[src/rtl/core/speck_pkg.sv]
`timescale 1ns / 1ps
// ----------------------------------------------------------------------------
// Speck128 package
// Types, constants and round functions shared by the cipher modules.
// ----------------------------------------------------------------------------
package speck_pkg;

  localparam int unsigned WORD_W     = 64;
  localparam int unsigned ROUNDS_DEF = 32;
  localparam int unsigned MAX_ROUNDS = 34;
  localparam int unsigned ROT_ALPHA  = 8;
  localparam int unsigned ROT_BETA   = 3;
  localparam int unsigned CFG_IDX_W  = 1;

  // Register indexes on the configuration port
  localparam logic [CFG_IDX_W-1:0] REG_KEY_WORD0 = 1'b0;
  localparam logic [CFG_IDX_W-1:0] REG_KEY_WORD1 = 1'b1;

  // Command codes
  localparam logic CMD_ENCRYPT = 1'b0;
  localparam logic CMD_DECRYPT = 1'b1;

  typedef logic [WORD_W-1:0] word_t;

  typedef struct packed {
    logic  cmd;
    word_t block_y;
    word_t block_x;
  } in_t;

  typedef struct packed {
    word_t result_y;
    word_t result_x;
  } out_t;

  typedef struct packed {
    word_t x;
    word_t y;
  } pair_t;

  typedef struct packed {
    logic  cmd;
    pair_t blk;
  } stage_t;

  function automatic word_t rotl(input word_t v, input int unsigned s);
    rotl = (v << s) | (v >> (WORD_W - s));
  endfunction

  function automatic word_t rotr(input word_t v, input int unsigned s);
    rotr = (v >> s) | (v << (WORD_W - s));
  endfunction

  // x = ror(x,8) + y ^ k ; y = rol(y,3) ^ x
  function automatic pair_t fwd_round(input pair_t p, input word_t k);
    pair_t r;
    r.x = (rotr(p.x, ROT_ALPHA) + p.y) ^ k;
    r.y = rotl(p.y, ROT_BETA) ^ r.x;
    fwd_round = r;
  endfunction

  // y = ror(y ^ x, 3) ; x = rol((x ^ k) - y, 8)
  function automatic pair_t inv_round(input pair_t p, input word_t k);
    pair_t r;
    r.y = rotr(p.y ^ p.x, ROT_BETA);
    r.x = rotl((p.x ^ k) - r.y, ROT_ALPHA);
    inv_round = r;
  endfunction

endpackage

[src/rtl/core/speck_stage.sv]
`timescale 1ns / 1ps
// ----------------------------------------------------------------------------
// Speck128 round stage
// One registered encrypt or decrypt round, selected by the request command.
// ----------------------------------------------------------------------------
module speck_stage (
  input  logic              clk_i,
  input  logic              rst_ni,
  input  logic              en_i,
  input  logic              valid_i,
  input  speck_pkg::stage_t data_i,
  input  speck_pkg::word_t  enc_key_i,
  input  speck_pkg::word_t  dec_key_i,
  output logic              valid_o,
  output speck_pkg::stage_t data_o
);

  logic              valid_q;
  speck_pkg::stage_t data_q, data_d;

  always_comb begin
    data_d.cmd = data_i.cmd;
    if (data_i.cmd == speck_pkg::CMD_DECRYPT) begin
      data_d.blk = speck_pkg::inv_round(data_i.blk, dec_key_i);
    end else begin
      data_d.blk = speck_pkg::fwd_round(data_i.blk, enc_key_i);
    end
  end

  always_ff @(posedge clk_i or negedge rst_ni) begin
    if (!rst_ni) begin
      valid_q <= 1'b0;
    end else if (en_i) begin
      valid_q <= valid_i;
    end
  end

  always_ff @(posedge clk_i) begin
    if (en_i && valid_i) begin
      data_q <= data_d;
    end
  end

  assign valid_o = valid_q;
  assign data_o  = data_q;

endmodule

[config.mk]
export PLATFORM = sky130hd
export DESIGN_NAME = speck_stage
export DESIGN_NICKNAME = d
export VERILOG_FILES = /design/src/rtl/core/speck_pkg.sv /design/src/rtl/core/speck_stage.sv
export SDC_FILE = /design/constraint.sdc
export NUM_CORES = 1
export LEC_CHECK = 0
export BUFFER_PORTS_ARGS = -buffer_cell sky130_fd_sc_hd__buf_2
export CAP_MARGIN = 20
export CORE_MARGIN = 1
export CORE_UTILIZATION = 45
export CTS_CLUSTER_DIAMETER = 150
export DETAILED_ROUTE_END_ITERATION = 10
export HOLD_SLACK_MARGIN = 0.05
export PLACE_DENSITY = 0.79
export REMOVE_ABC_BUFFERS = 1
export SYNTH_ARGS = -nofsm -noshare
export SYNTH_HDL_FRONTEND = slang
export SYNTH_SLANG_ARGS = --single-unit
[constraint.sdc]
create_clock -name clk_i -period 0.9 [get_ports clk_i]
set_clock_uncertainty 0.15 [all_clocks]
set_input_delay 0.045 -clock clk_i [delete_from_list [all_inputs] [get_ports clk_i]]
set_output_delay 0.045 -clock clk_i [all_outputs]
set_load 0.02 [all_outputs]
==> results of run 1 <==
==> layer usage <==
layer	GRT overflow	global-route usage, %
met5	0	8.000
met4	60	71.20
met3	4	45.84
met2	99	90.85
met1	1	67.95
==> stage by stage <==
stage          cells  area [um^2]  hold WS, ns
2_1_floorplan   1674        14560      -0.4006
3_3_place_gp    3226        22640      -0.3303
3_5_place_dp    3226        22640      -0.3276
4_1_cts         3327        27180     -0.07481
==> what timing repair did <==
action	in CTS
hold buffers	4
endpoints found under the setup margin	258
pin swaps	275
endpoints found under the hold margin	44
setup buffers	83
gates resized for setup	711
==> synthesized netlist by cell type, drive strengths merged, types with 5 or more instances <==
cell,instances
o211ai,6
a31oi,14
nand2,130
nand4,34
a221oi,6
buf,13
nand3,24
a211oi,9
nor2b,18
nand2b,14
nor3,28
ha,126
and2,7
nor2,158
xnor2,226
o31ai,8
a21o,71
inv,33
and3,5
mux2i,24
o21bai,30
clkbuf,62
o21a,17
xor2,151
nor4,6
edfxtp,129
o21ai,104
or3,8
a21oi,231
a41oi,7
==> cells by family after synthesis <==
logic type	share of synthesized area (%)
AO/OA/AOI/OAI	22.02
XOR/XNOR	22.67
adder cells (fa/ha/maj)	10.88
buffers and inverters	2.837
flip-flops	26.23
multiplexers	1.768
AND/OR/NAND/NOR	13.60
==> impl_metrics.env, run 1 <==
export IMPL_synthesis_area_mm2=0.01486
export IMPL_ys_types=71
export IMPL_row_count=66
export IMPL_ys_warn_count=0
export IMPL_synth_edf_count=129
export IMPL_gp_congestion=1.071
export IMPL_ys_seq_elements=130
export IMPL_port_buffers=390
export IMPL_synth_area_leaders="edfxtp_1, xnor2_1, ha_1, xor2_1, a21oi_1"
export IMPL_ios=391
export IMPL_place_ws_ns=-2.830
export IMPL_crit_endpoint="data_o[67]$_DFFE_PP_/D"
export IMPL_clk_path_buf_depth=2
export IMPL_stop_stage="5_1_grt"
export IMPL_synthCells=1749
export IMPL_cts_max_level=4
export IMPL_cts_buffers=17
export IMPL_die_height_um=183.7
export IMPL_grt_max_degree=44
export IMPL_avgSynthCellArea_um2=8.497
export IMPL_start_util_pct=45.68
export IMPL_synth_top_area_share_pct=26.06
export IMPL_track_usage_pct=68.33
export IMPL_status="aborted with a tool error"
export IMPL_synth_ff_type="edfxtp_1"
export IMPL_error_line="[ERROR GRT-0232] Routing congestion too high. Check the congestion heatmap in the GUI."
export IMPL_dp_hpwl_mm=55.20
export IMPL_clkSinkCount=130
export IMPL_overflow=164
export IMPL_synthArstFlopShare_pct=0.7692
export IMPL_worst_ep_kind="sequential cell input"
export IMPL_cts_root_buf="clkbuf_16"
export IMPL_yosysTopAreaCell="edfxtp_1"
export IMPL_seq_area_frac_synth_pct=26.23
export IMPL_die_w_um=183.7
==> run 2: changes to the inputs <==
CORE_UTILIZATION = 30   (was 45)
CTS_CLUSTER_DIAMETER = default   (was 150)
HOLD_SLACK_MARGIN = default   (was 0.05)
PLACE_DENSITY = default   (was 0.79)
PLACE_DENSITY_LB_ADDON = 0.15   (was default)
clock period = 1.2 ns   (was 0.9 ns; I/O delays follow)
==> run 2 against run 1 <==
The flow now finishes, with violations (setup timing). Area after synthesis unchanged. Synthesized cell count unchanged.
==> impl_metrics.env, run 2 <==
export IMPL_dp_hpwl_mm=60.12
export IMPL_overflow=0
export IMPL_power_per_cell_area_mw_per_mm2=1139
export IMPL_synthArstFlopShare_pct=0.7692
export IMPL_hold_path_cell_count=4
export IMPL_grt_pass1_wl_mm=109.7
export IMPL_rsz0062_at_grt="yes"
export IMPL_ys_seq_elements=130
export IMPL_wl_per_cell_um=20.58
export IMPL_cp_top_family="simple AND/OR/NAND/NOR gates"
export IMPL_max_stage_delay_ns=0.32
export IMPL_fillers=4127
export IMPL_violations="setup timing"
export IMPL_ys_types=71
export IMPL_synth_ff_type="edfxtp_1"
export IMPL_holdCritStartpoint="data_i[27]"
export IMPL_hold_end="data_o[24]"
export IMPL_timing_hold_ws_ns=0.02156
export IMPL_yosysMostFrequentCell="a21oi_1"
export IMPL_worst_slack_ns=-1.726
export IMPL_cellLeakagePower_nw=13.54
export IMPL_cts_tree="done"
export IMPL_critical_path_class="in -> reg"
export IMPL_rr_endpoint="valid_o"
export IMPL_die_height_um=224.6
export IMPL_swShare_pct=39.23
export IMPL_max_freq_mhz=341.7
export IMPL_avgSynthCellArea_um2=8.497
export IMPL_p_int_mw=20.85
export IMPL_stdcell_area_mm2=0.03012
export IMPL_row_count=81
export IMPL_maxCapViolCount=0
export IMPL_final_max_slew_viol_count=0
export IMPL_cts_root_buf="clkbuf_16"
export IMPL_antenna_found_initial=1
export IMPL_ant_nets=0
export IMPL_vdd_ir_drop_worst_uv=1049
export IMPL_critPathArrivalTime_ns=3.01
export IMPL_synth_area_leaders="edfxtp_1, xnor2_1, ha_1, xor2_1, a21oi_1"
export IMPL_die_w_um=224.6
export IMPL_min_path_type="in -> reg"
export IMPL_clkSinkCount=130
export IMPL_startpoint="data_i[81]"
export IMPL_critPathSlowestCell="nor4_4"
export IMPL_seq_area_frac_synth_pct=26.23
export IMPL_critical_path_cell_chain="buf_12, buf_4, buf_6, ha_4, nand4_1, nor4_4, o2111ai_2, buf_6, o22ai_4, o211ai_1, nand2_2, buf_6, buf_6, nor2_4, o21a_1, xnor2_2, xor2_1, mux2i_1"
export IMPL_layout_common_cells="buf_4, buf_2, buf_6"
export IMPL_wirelength_mm=75.62
export IMPL_place_ws_ns=-2.813
export IMPL_sequentialPowerShare_pct=18.0
export IMPL_place_inst=3495
export IMPL_cts_clk_slew_worst_paths_ns=0.06
export IMPL_core_area_mm2=0.04895
export IMPL_largest_register_ffs=129
export IMPL_start_util_pct=30.36
export IMPL_dieArea_mm2=0.05043
export IMPL_cts_buffers=17
export IMPL_dr_pass1_iters=5
export IMPL_port_buffers=390
export IMPL_dr_total_vias=18410
export IMPL_drtIter0Drc=1093
export IMPL_tightest_slew_ns=0.5400
export IMPL_multi_input_area_mm2=0.01415
export IMPL_seq_area_mm2=0.003899
export IMPL_ys_warn_count=0
export IMPL_placed_area_mm2=0.02330
export IMPL_cp_end_kind="flop"
export IMPL_min_period_ns=2.926
export IMPL_finalSetupViolations=258
export IMPL_power_switching_mw=13.46
export IMPL_finalSetupTns_ns=-167.42
export IMPL_grt_pass1_vias=18890
export IMPL_area_growth_pct=102.7
export IMPL_combPwrFrac_pct=65.2
export IMPL_clk_path_buf_depth=2
export IMPL_finalCritPeriodShare_pct=243.9
export IMPL_synthesis_area_mm2=0.01486
export IMPL_yosysTopAreaCell="edfxtp_1"
export IMPL_crit_required_ns=1.28
export IMPL_cts_max_level=4
export IMPL_path_buf_inv=6
export IMPL_r2r_start="valid_o"
export IMPL_slew_headroom_pct=63.74
export IMPL_track_usage_pct=29.25
export IMPL_layout_commonest_cell="buf_4"
export IMPL_path_common_cell="buf_6"
export IMPL_power_total_mw=34.31
export IMPL_drive_gt1_share_pct=57.41
export IMPL_clockPowerShare_pct=16.8
export IMPL_rrSetupSlack_ns=0.29
export IMPL_yosys_top_cells_count="a21oi_1, xnor2_1, nor2_1"
export IMPL_synth_edf_count=129
export IMPL_drc=0
export IMPL_finalNonFillerCells=3675
export IMPL_critPathLaunchType="input port"
export IMPL_fin_util_pct=61.54
export IMPL_clk_latency_ns=0.49
export IMPL_synth_top_area_share_pct=26.06
export IMPL_status="complete, but fails checks"
export IMPL_gp_congestion=0.9345
export IMPL_nets=3388
export IMPL_cp_max_fo=3
export IMPL_r2r_cells=1
export IMPL_routed_via_density=5.010
export IMPL_synthCells=1749
export IMPL_ios=391
export IMPL_grt_max_degree=43
export IMPL_finalHoldViolCount=0
==> run 2: cell counts after synthesis <==
Identical to the previous run, type by type.
==> run 2: power by group through the flow <==
stage	registers, mW	clock network [mW]	logic, mW
2_1_floorplan	6.84	0	7.44
3_3_place_gp	6.18	0	16.5
3_5_place_dp	6.17	0	16.6
4_1_cts	6.15	5.89	20.3
5_1_grt	6.22	6.03	23.7
6_report	6.18	5.77	22.4
==> run 2: worst max path at each step <==
stage	to	slack (ns)	cells past startpoint
floorplan	data_o[0]	-2.47	1
global placement	data_o[63]	-2.84	17
detailed placement	data_o[63]	-2.81	17
CTS	data_o[123]	-1.68	17
global route	data_o[123]	-1.84	17
finish	data_o[49]	-1.73	18
==> run 2: logic make-up after synthesis <==
| group | after synthesis | share of synthesized area, % |
|---|---|---|
| compound gates | 532 | 22.02 |
| buf+inv | 108 | 2.837 |
| xor+xnor | 380 | 22.67 |
| fa+ha+maj | 128 | 10.88 |
| flops | 130 | 26.23 |
| simple gates | 445 | 13.60 |
| mux | 26 | 1.768 |
==> run 2: timing repair <==
| action | in CTS | in global routing |
|---|---|---|
| cloned | 0 | 3 |
| pin swaps | 272 | 212 |
| hold endpoints to repair | 58 | 2 |
| setup buffers | 72 | 55 |
| endpoints found under the setup margin | 257 | 313 |
| hold buffers | 58 | 2 |
| gates resized for setup | 733 | 294 |
==> run 2: per-layer routing <==
layer / wire length, um / share of wire [%] / track usage (%) / vias to the layer above
met3: 3856 / 5.1 / 5.225 / 130
met1: 32590 / 43 / 36.81 / 8871
met4: 2736 / 3.6 / 11.70 / 0
met2: 36440 / 48 / 49.36 / 615
li1: - / - / - / 8796
met5: 0 / 0 / 0 / -
==> run 2: final cells by class <==
type,count,area share (%)
tap,664,2.758
sequential,130,12.94
antenna,1,0.008307
timing repair buffer,1306,34.89
clock buffer,17,1.412
multi-input combinational,1511,46.96
inverter,33,0.4195
clock inverter,13,0.6147
(Power assumes the default switching activity.)
