$ cat src/rtl/core/speck_pkg.sv
`timescale 1ns / 1ps
// ----------------------------------------------------------------------------
// Speck128 package
// Types, constants and round functions shared by the cipher modules.
// ----------------------------------------------------------------------------
package speck_pkg;

  localparam int unsigned WORD_W     = 64;
  localparam int unsigned ROUNDS_DEF = 32;
  localparam int unsigned MAX_ROUNDS = 34;
  localparam int unsigned ROT_ALPHA  = 8;
  localparam int unsigned ROT_BETA   = 3;
  localparam int unsigned CFG_IDX_W  = 1;

  // Register indexes on the configuration port
  localparam logic [CFG_IDX_W-1:0] REG_KEY_WORD0 = 1'b0;
  localparam logic [CFG_IDX_W-1:0] REG_KEY_WORD1 = 1'b1;

  // Command codes
  localparam logic CMD_ENCRYPT = 1'b0;
  localparam logic CMD_DECRYPT = 1'b1;

  typedef logic [WORD_W-1:0] word_t;

  typedef struct packed {
    logic  cmd;
    word_t block_y;
    word_t block_x;
  } in_t;

  typedef struct packed {
    word_t result_y;
    word_t result_x;
  } out_t;

  typedef struct packed {
    word_t x;
    word_t y;
  } pair_t;

  typedef struct packed {
    logic  cmd;
    pair_t blk;
  } stage_t;

  function automatic word_t rotl(input word_t v, input int unsigned s);
    rotl = (v << s) | (v >> (WORD_W - s));
  endfunction

  function automatic word_t rotr(input word_t v, input int unsigned s);
    rotr = (v >> s) | (v << (WORD_W - s));
  endfunction

  // x = ror(x,8) + y ^ k ; y = rol(y,3) ^ x
  function automatic pair_t fwd_round(input pair_t p, input word_t k);
    pair_t r;
    r.x = (rotr(p.x, ROT_ALPHA) + p.y) ^ k;
    r.y = rotl(p.y, ROT_BETA) ^ r.x;
    fwd_round = r;
  endfunction

  // y = ror(y ^ x, 3) ; x = rol((x ^ k) - y, 8)
  function automatic pair_t inv_round(input pair_t p, input word_t k);
    pair_t r;
    r.y = rotr(p.y ^ p.x, ROT_BETA);
    r.x = rotl((p.x ^ k) - r.y, ROT_ALPHA);
    inv_round = r;
  endfunction

endpackage

$ cat src/rtl/core/speck_oskid.sv
`timescale 1ns / 1ps
// ----------------------------------------------------------------------------
// Speck128 output skid
// Holds one result when the consumer stalls; freezes the pipeline while full.
// ----------------------------------------------------------------------------
module speck_oskid (
  input  logic            clk_i,
  input  logic            rst_ni,
  input  logic            valid_i,
  input  speck_pkg::out_t data_i,
  output logic            full_o,
  output logic            out_valid_o,
  input  logic            out_ready_i,
  output speck_pkg::out_t out_data_o
);

  logic            skid_valid_q, skid_valid_d;
  speck_pkg::out_t skid_q;

  always_comb begin
    if (skid_valid_q) begin
      skid_valid_d = !out_ready_i;
    end else begin
      skid_valid_d = valid_i && !out_ready_i;
    end
  end

  always_ff @(posedge clk_i or negedge rst_ni) begin
    if (!rst_ni) begin
      skid_valid_q <= 1'b0;
    end else begin
      skid_valid_q <= skid_valid_d;
    end
  end

  always_ff @(posedge clk_i) begin
    if (!skid_valid_q && valid_i) begin
      skid_q <= data_i;
    end
  end

  assign full_o      = skid_valid_q;
  assign out_valid_o = skid_valid_q || valid_i;
  assign out_data_o  = skid_valid_q ? skid_q : data_i;

endmodule

$ cat config.mk
export PLATFORM = sky130hd
export DESIGN_NAME = speck_oskid
export DESIGN_NICKNAME = d
export VERILOG_FILES = /design/src/rtl/core/speck_pkg.sv /design/src/rtl/core/speck_oskid.sv
export SDC_FILE = /design/constraint.sdc
export NUM_CORES = 1
export LEC_CHECK = 0
export BUFFER_PORTS_ARGS = -buffer_cell sky130_fd_sc_hd__clkbuf_2
export CORE_UTILIZATION = 35
export DETAILED_ROUTE_END_ITERATION = 8
export PLACE_DENSITY = 0.72
export SLEW_MARGIN = 10
export SYNTH_ARGS = -nofsm -noshare
export SYNTH_HDL_FRONTEND = slang
export SYNTH_SLANG_ARGS = --single-unit
$ cat constraint.sdc
create_clock -name clk_i -period 6.54 [get_ports clk_i]
set_clock_uncertainty 0.15 [all_clocks]
set_input_delay 0.981 -clock clk_i [delete_from_list [all_inputs] [get_ports clk_i]]
set_output_delay 0.981 -clock clk_i [all_outputs]
set_load 0.05 [all_outputs]
After elaboration in Yosys (flattened, before gate mapping)
Index checks and enable logic that the tools add are counted.
{ "word_totals": {"regBits": 129, "latch_bits": 0, "ram_bits": 0, "rom_bits": 0, "out_inout_bits": 130, "word_cells": 10, "n_memories": 0} }
{ "classes": {"add_sub_neg": 0, "n_mul": 0, "div_mod_pow": 0, "n_lt_le_gt_ge": 0, "n_eq_ne": 0, "n_shift": 0, "muxes": 2, "n_bitwise": 0, "n_reduce_logical": 5} }
{ "ops": {"columns": ["operator", "count"], "rows": [
  ["$mux W128", 1],
  ["$logic_and A1 B1 Y1", 2],
  ["$logic_not A1 Y1", 2],
  ["$logic_or A1 B1 Y1", 1],
  ["$mux W1", 1]
]} }

Longest topological paths before layout
Gate-level depths: netlist (run 1).
{ "logic_depth": {"word_depth": 3, "depth_mapped": 4, "ltp_nobuf": 1} }

Least setup slack after synthesis (run 1)
No wires, ideal clock.
{ "synth_timing": {"path_kind": "register -> register", "from": "register skid_valid_q, in the netlist full_o", "to": "register skid_q[0] (netlist bit), enable pin", "arrival_time_ns": 6.721, "required_ns": 5.758, "setup_slack_ns": -0.963, "path_stages_with_launch": 5, "n_path_buf": 3, "period_less_slack_ns": 7.503, "cell_sequence": "dfrtp_1 > buf_6 > buf_8 > buf_6 > nor2b_1"} }
{ "synth_between": {"elab_chain_len": 2} }
{ "synth_lines": {"columns": ["element", "line_no", "rtl"], "rows": [
  ["from (decl)", "speck_oskid.sv:17", "logic skid_valid_q, skid_valid_d;"],
  ["from (signal assigned)", "speck_oskid.sv:32", "skid_valid_q <= skid_valid_d;"],
  ["$logic_not A1 Y1", "speck_oskid.sv:37", "if (!skid_valid_q && valid_i) begin"],
  ["$logic_and A1 B1 Y1", "speck_oskid.sv:37", null],
  ["to (signal assigned)", "speck_oskid.sv:38", "skid_q <= data_i;"],
  ["to (decl)", "speck_oskid.sv:18", "speck_pkg::out_t skid_q;"]
]} }
Every way passes these cells.
A chain may end at the register's enable or synchronous reset.

==> out/qor.txt, run 1 <==
Run status: finished clean
GRT Overall Usage: 13.6%
Rel. slew slack: 31.7%
# hold bufs at CTS: 0
Mapped Nets: 407
FP Rows: 46
Core area: 16100 um2
Fin crit share: 58.1%
Area after DPL: 7280 um2
Largest area contributor in the synthesized netlist: edfxtp_1
DRT iter0 DRCs: 139
Overall power: 2.49 mW
Area share of the leading cell type in the synthesized netlist: 66.2%
PortBufs: 261
Clock root buffer: clkbuf_16
Setup Viol. Count Final: 0
Pwr dens: 316 nW/um2
Final-report hold violation count: 0
Die span in y: 131 um
Final ANT Viol Nets: 0
Sequential cell area fraction in the yosys report: 66.6%
Syn_area_per_cell: 21.1 um2
Fin area: 7900 um2
Gp weighted congestion: 0.698
Routed vias/inst: 4.46
Yosys warns: 0
Clock Path Buffers: 2
Post-Route WL: 11900 um
Crit path DAT: 2670 ps
Flops & latches, synth: 129
Tmin final: 3800 ps
Post-CTS sizing: 0
Cell variety after synth: 10
Multi-input gate area: 1800 um2
Synth Flop Type: edfxtp_1
Worst IR drop on VDD: 0.192 mV
DIE WIDTH: 131 um
Post-CTS Setup Bufs: 0
Clock Sinks: 129
Max-cap violations: 0
CTS tree: yes
Post-synth EDFFs: 128
Detailed-route DRC error count: 0
Latest clock arrival within the worst-skew pair: 410 ps
First-pass GRT wire length: 17200 um
DR pass1 iterations: 4
Max Slew Vio Count: 0
Initial antenna violation count: 0
TNS Setup: 0 ps
Critical path required time: 5410 ps
FF/Latch Area: 3870 um2
Grt total ovfl: 0
Synth top area cells: edfxtp_1, mux2_4, mux2_2
Initial core utilization: 36.2%
Vias in the first global route: 3486
CTS buffer count: 17
Setup repair after global routing missed its margin: false
Synth Cell Area: 5810 um2
Fillers: 1388
CTS H-tree depth: 4
Worst-Margin Slew: 1020 ps
Critical path capture point type: output pin
Setup CP Type: reg2out
Synth-to-Final Area Change: 36.0%
Top-count cell post-synth: edfxtp_1
Clock Pin Slew Worst Setup and Hold Paths: 60 ps
Worst Path Max Fanout: 68
Number of nets in the layout: 675
Maximum clock frequency: 263 MHz
Layout cells sized above 1: 76.6%
Syn Inst Count: 275
WL/cell: 15.4 um
Hold WC Path Type: in2async
Pleak: 3.47 nW
Ant diodes: 0
Type of origin of the critical path: register
# IOs: 262
Vias: 3437
Async SR Flop Fraction: 0.775%
Largest net degree at the start of global routing: 69
Final HPWL DP: 8730 um
Die Area: 17100 um2
Commonest cells post-synth: edfxtp_1, mux2_4, mux2_2, buf_6, buf_2
[worst max-delay path, stage by stage (launching register included)]
cell,delay (ps)
dfrtp_4,1080
buf_12,480
mux2_2,390
clkbuf_2,230
[state kept, by name, summed over array words and instances (netlist names)]
register and count:
skid_q 128, full_o 1
[path summary, 6_finish.rpt]
kind / from / endpoint / slack (ps) / depth (start not counted)
setup / recovery: full_o / out_data_o[27] / 2740 / 3
hold / removal: rst_ni / full_o / 180 / 1
setup reg to reg: full_o / skid_q[43] / 3920 / 3
hold reg to reg: full_o / full_o / 1060 / 1
max in group asynchronous: rst_ni / full_o / 5960 / 1
min in group clk_i: data_i[29] / skid_q[29] / 610 / 1
[layer usage]
layer  share of wire (%)  GRT usage (%)
met1                  41           15.1
met2                  50           22.5
met3                 6.8           5.13
met4                 2.0           7.10
met5                   0              0
[power breakdown]
part	switching (mW)	internal (mW)	total [mW]
logic	0.350	0.169	0.519
clock network	0.348	0.635	0.983
registers	0.0243	0.966	0.990
[metrics by stage]
stage / setup slack (ps) / hold WS [ps] / cells / utilization [%]
CTS: 2690 / 153 / 771 / 49.2
finish: 2740 / 184 / 771 / 49.2
global route: 2600 / 168 / 771 / 49.2
detailed placement: 3160 / 609 / 740 / 45.3
global placement: 3200 / 607 / 740 / 45.3
floorplan: 1560 / 535 / 275 / -
[placed cells by master, fill, tap and decap left out, drive strengths merged]
cell      synthesis  routed
clkbuf            0     278
edfxtp          128     128
mux2            128     128
clkinv            0       6
bufinv            0       4
buf              15       3
clkinvlp          0       2
inv               0       2
nor2b             1       1
or2               1       1
o21ba             1       1
dfrtp             1       1
[final cells by class]
type                    count  area share (%)
flip-flops and latches    129            49.0
multi-input cells         131            22.8
repair buffers            264            17.0
clock buffers              17            5.39
well taps                 216            3.42
clock inverters            14            2.39
[logic make-up after synthesis]
kind of cell,count (synthesis),synth area share [%]
buf+inv,15,2.54
compound gates,1,0.172
flops,129,66.6
mux,128,30.4
simple gates,2,0.216
Note: power is estimated with default switching activity, not from simulation.
==> inputs of run 2 (changes only) <==
- PLACE_DENSITY: 0.72 -> 0.69
- clock period: 6.54 -> 3.8 ns (I/O delays scaled with it)
==> run 2 against run 1 <==
Compared with the run above:
- clock power grew 66%
- sequential share of layout area barely moved
- global-route usage up 0.40 points
- first-iteration DRC count shrank 37%
- combinational power increased by 77%
- cell area hardly changed
- final cell count did not move
- worst setup slack worse by 1600 ps
- hold slack better by 17 ps
- non-clock buffer count increased by 2
- critical path depth did not move
- largest power group unchanged
==> out/qor.txt, run 2 (synthesis results as in run 1) <==
Run status: finished clean
Detailed-route DRC error count: 0 (unchanged)
Pwr dens: 537 nW/um2 (+70%)
Reg-to-Reg End: skid_q[45]
DRT iter0 DRCs: 88 (-37%)
Worst Path Max Fanout: 70 (+2.9%)
Synth-to-Final Area Change: 35.9% (about the same)
Final ANT Viol Nets: 0 (unchanged)
Clock root buffer: clkbuf_16
Pint: 3.03 mW (+71%)
Logic pwr share: 21.7% (+0.9 points)
WL/cell: 15.8 um (+2.6%)
Post-CTS sizing: 0 (unchanged)
Tightest hold margin: 201 ps (+17.0 ps)
Rel. slew slack: 42.4% (+11 points)
CTS H-tree depth: 4 (unchanged)
Clock Pin Slew Worst Setup and Hold Paths: 60 ps (about the same)
Clock Sinks: 129 (unchanged)
Crit-path max cell delay: 440 ps (-640 ps)
Hold WC Path Type: in2reg
R2R setup slack: 1650 ps (-2270 ps)
Grt total ovfl: 0 (unchanged)
Grt peak-use layer: met2
Buf+Inv Stages, Crit Path: 2 (unchanged)
DR pass1 iterations: 4 (unchanged)
Largest net degree at the start of global routing: 71 (+2.9%)
Number of flip-flops in the largest register: 128 (unchanged)
Core area: 16100 um2 (unchanged)
Gp weighted congestion: 0.719 (+3.0%)
FF-to-FF path depth: 3 (unchanged)
TNS Setup: 0 ps (unchanged)
DP Worst Slack: 1610 ps (-1550 ps)
Most frequent cells in the layout: clkbuf_2, edfxtp_1, mux2_4
Commonest non-fill, non-tap cell in the layout: clkbuf_2
Vias in the first global route: 3502 (+0.46%)
Crit path max-delay cell type: dfrtp_4
Post-Route WL: 12200 um (+2.6%)
Initial core utilization: 36.2% (unchanged)
Setup repair after global routing missed its margin: false
Initial antenna violation count: 0 (unchanged)
Final HPWL DP: 8870 um (+1.6%)
# IOs: 262 (unchanged)
Max-cap violations: 0 (unchanged)
Tmin final: 2620 ps
NetSw: 1.21 mW (+67%)
Critical path required time: 3080 ps (-2330 ps)
Pleak: 3.47 nW (-0.10%)
# hold bufs at CTS: 1 (+1)
Worst IR drop on VDD: 0.256 mV (+34%)
Worst Hold Launch: data_i[2]
Post-CTS Setup Bufs: 0 (unchanged)
M1 GR Usage: 16.2% (+1.0 points)
Critical path capture point type: output pin
Fin crit share: 68.9%
Clock Path Buffers: 2 (unchanged)
M3 GR Usage: 5.25% (+0.12 points)
PortBufs: 261 (unchanged)
Critical Path Stages: 3 (unchanged)
Max Slew Vio Count: 0 (unchanged)
Type of origin of the critical path: register
FP Rows: 46 (unchanged)
Latest clock arrival within the worst-skew pair: 400 ps (about the same)
Setup Viol. Count Final: 0 (unchanged)
CTS tree: yes
Final-report hold violation count: 0 (unchanged)
Number of nets in the layout: 677 (+0.30%)
RR Startpoint: full_o
Cell Chain, Critical Path: buf_12 -> mux2_2 -> clkbuf_2
Worst hold path depth: 1
Most flops, register: skid_q
Met2 Track Usage GR: 23.0% (+0.47 points)
First-pass GRT wire length: 17700 um (+2.7%)
Die Area: 17100 um2 (unchanged)
Die span in y: 131 um (unchanged)
Routed vias/inst: 4.49 (+0.64%)
Layout cells sized above 1: 75.3% (-1.3 points)
CP delay by family, top: buffers and inverters
DIE WIDTH: 131 um (unchanged)
Vias: 3459 (+0.64%)
Worst-Margin Slew: 863 ps (-161 ps)
GRT Overall Usage: 14.0% (+0.40 points)
Crit path capture: out_data_o[125]
Crit path DAT: 1900 ps (-770 ps)
Maximum clock frequency: 382 MHz
Clock share of power: 38.6% (-0.8 points)
Fin worst setup slack: 1180 ps (-1560 ps)
Setup CP Type: reg2out
Critical Path Source: full_o
Ant diodes: 0 (unchanged)
Sw frac: 28.5% (-0.51 points)
CTS buffer count: 17 (unchanged)
Sequential share of power: 39.8% (about the same)
run 2: cell count changes in the layout (fill, tap and decap cells not counted), sizes merged:
cell and delta:
clkinvlp -2, clkbuf +2, inv -2, dlygate4sd3 +1
buf +1
run 2: worst min path at each step:
stage / end / slack, ps
6_report: skid_q[2] / 200
5_1_grt: skid_q[102] / 180
4_1_cts: skid_q[36] / 170
3_5_place_dp: full_o / 200
3_3_place_gp: full_o / 200
2_1_floorplan: full_o / 120
run 2: cell type report:
| type | count | area, um2 |
|---|---|---|
| Clock buffer | 19 | 433 |
| Clock inverter | 10 | 144 |
| Fill cell | 1385 | 8170 |
| Multi-Input combinational cell | 131 | 1800 |
| Sequential cell | 129 | 3870 |
| Tap cell | 216 | 270 |
| Timing Repair Buffer | 266 | 1370 |
run 2: power groups by stage:
stage	clock [mW]	sequential (mW)	combinational [mW]
floorplan	0	1.71	0.717
finish	1.63	1.68	0.917
CTS	1.69	1.69	0.926
detailed placement	0	1.71	0.924
global placement	0	1.71	0.912
global route	1.74	1.69	0.961
run 2: stage by stage:
stage	area [um2]	cells	total power [mW]	utilization (%)
2_1_floorplan	5810	275	2.43	-
5_1_grt	7890	771	4.39	49.1
6_report	7890	771	4.23	49.1
3_5_place_dp	7300	741	2.64	45.5
4_1_cts	7890	771	4.30	49.1
3_3_place_gp	7300	741	2.62	45.5
run 2: routing by layer:
layer  routed length, um  share of wire [%]
met4                 176                1.4
met1                5050                 42
met2                5970                 49
met3                 959                7.9
met5                   0                  0
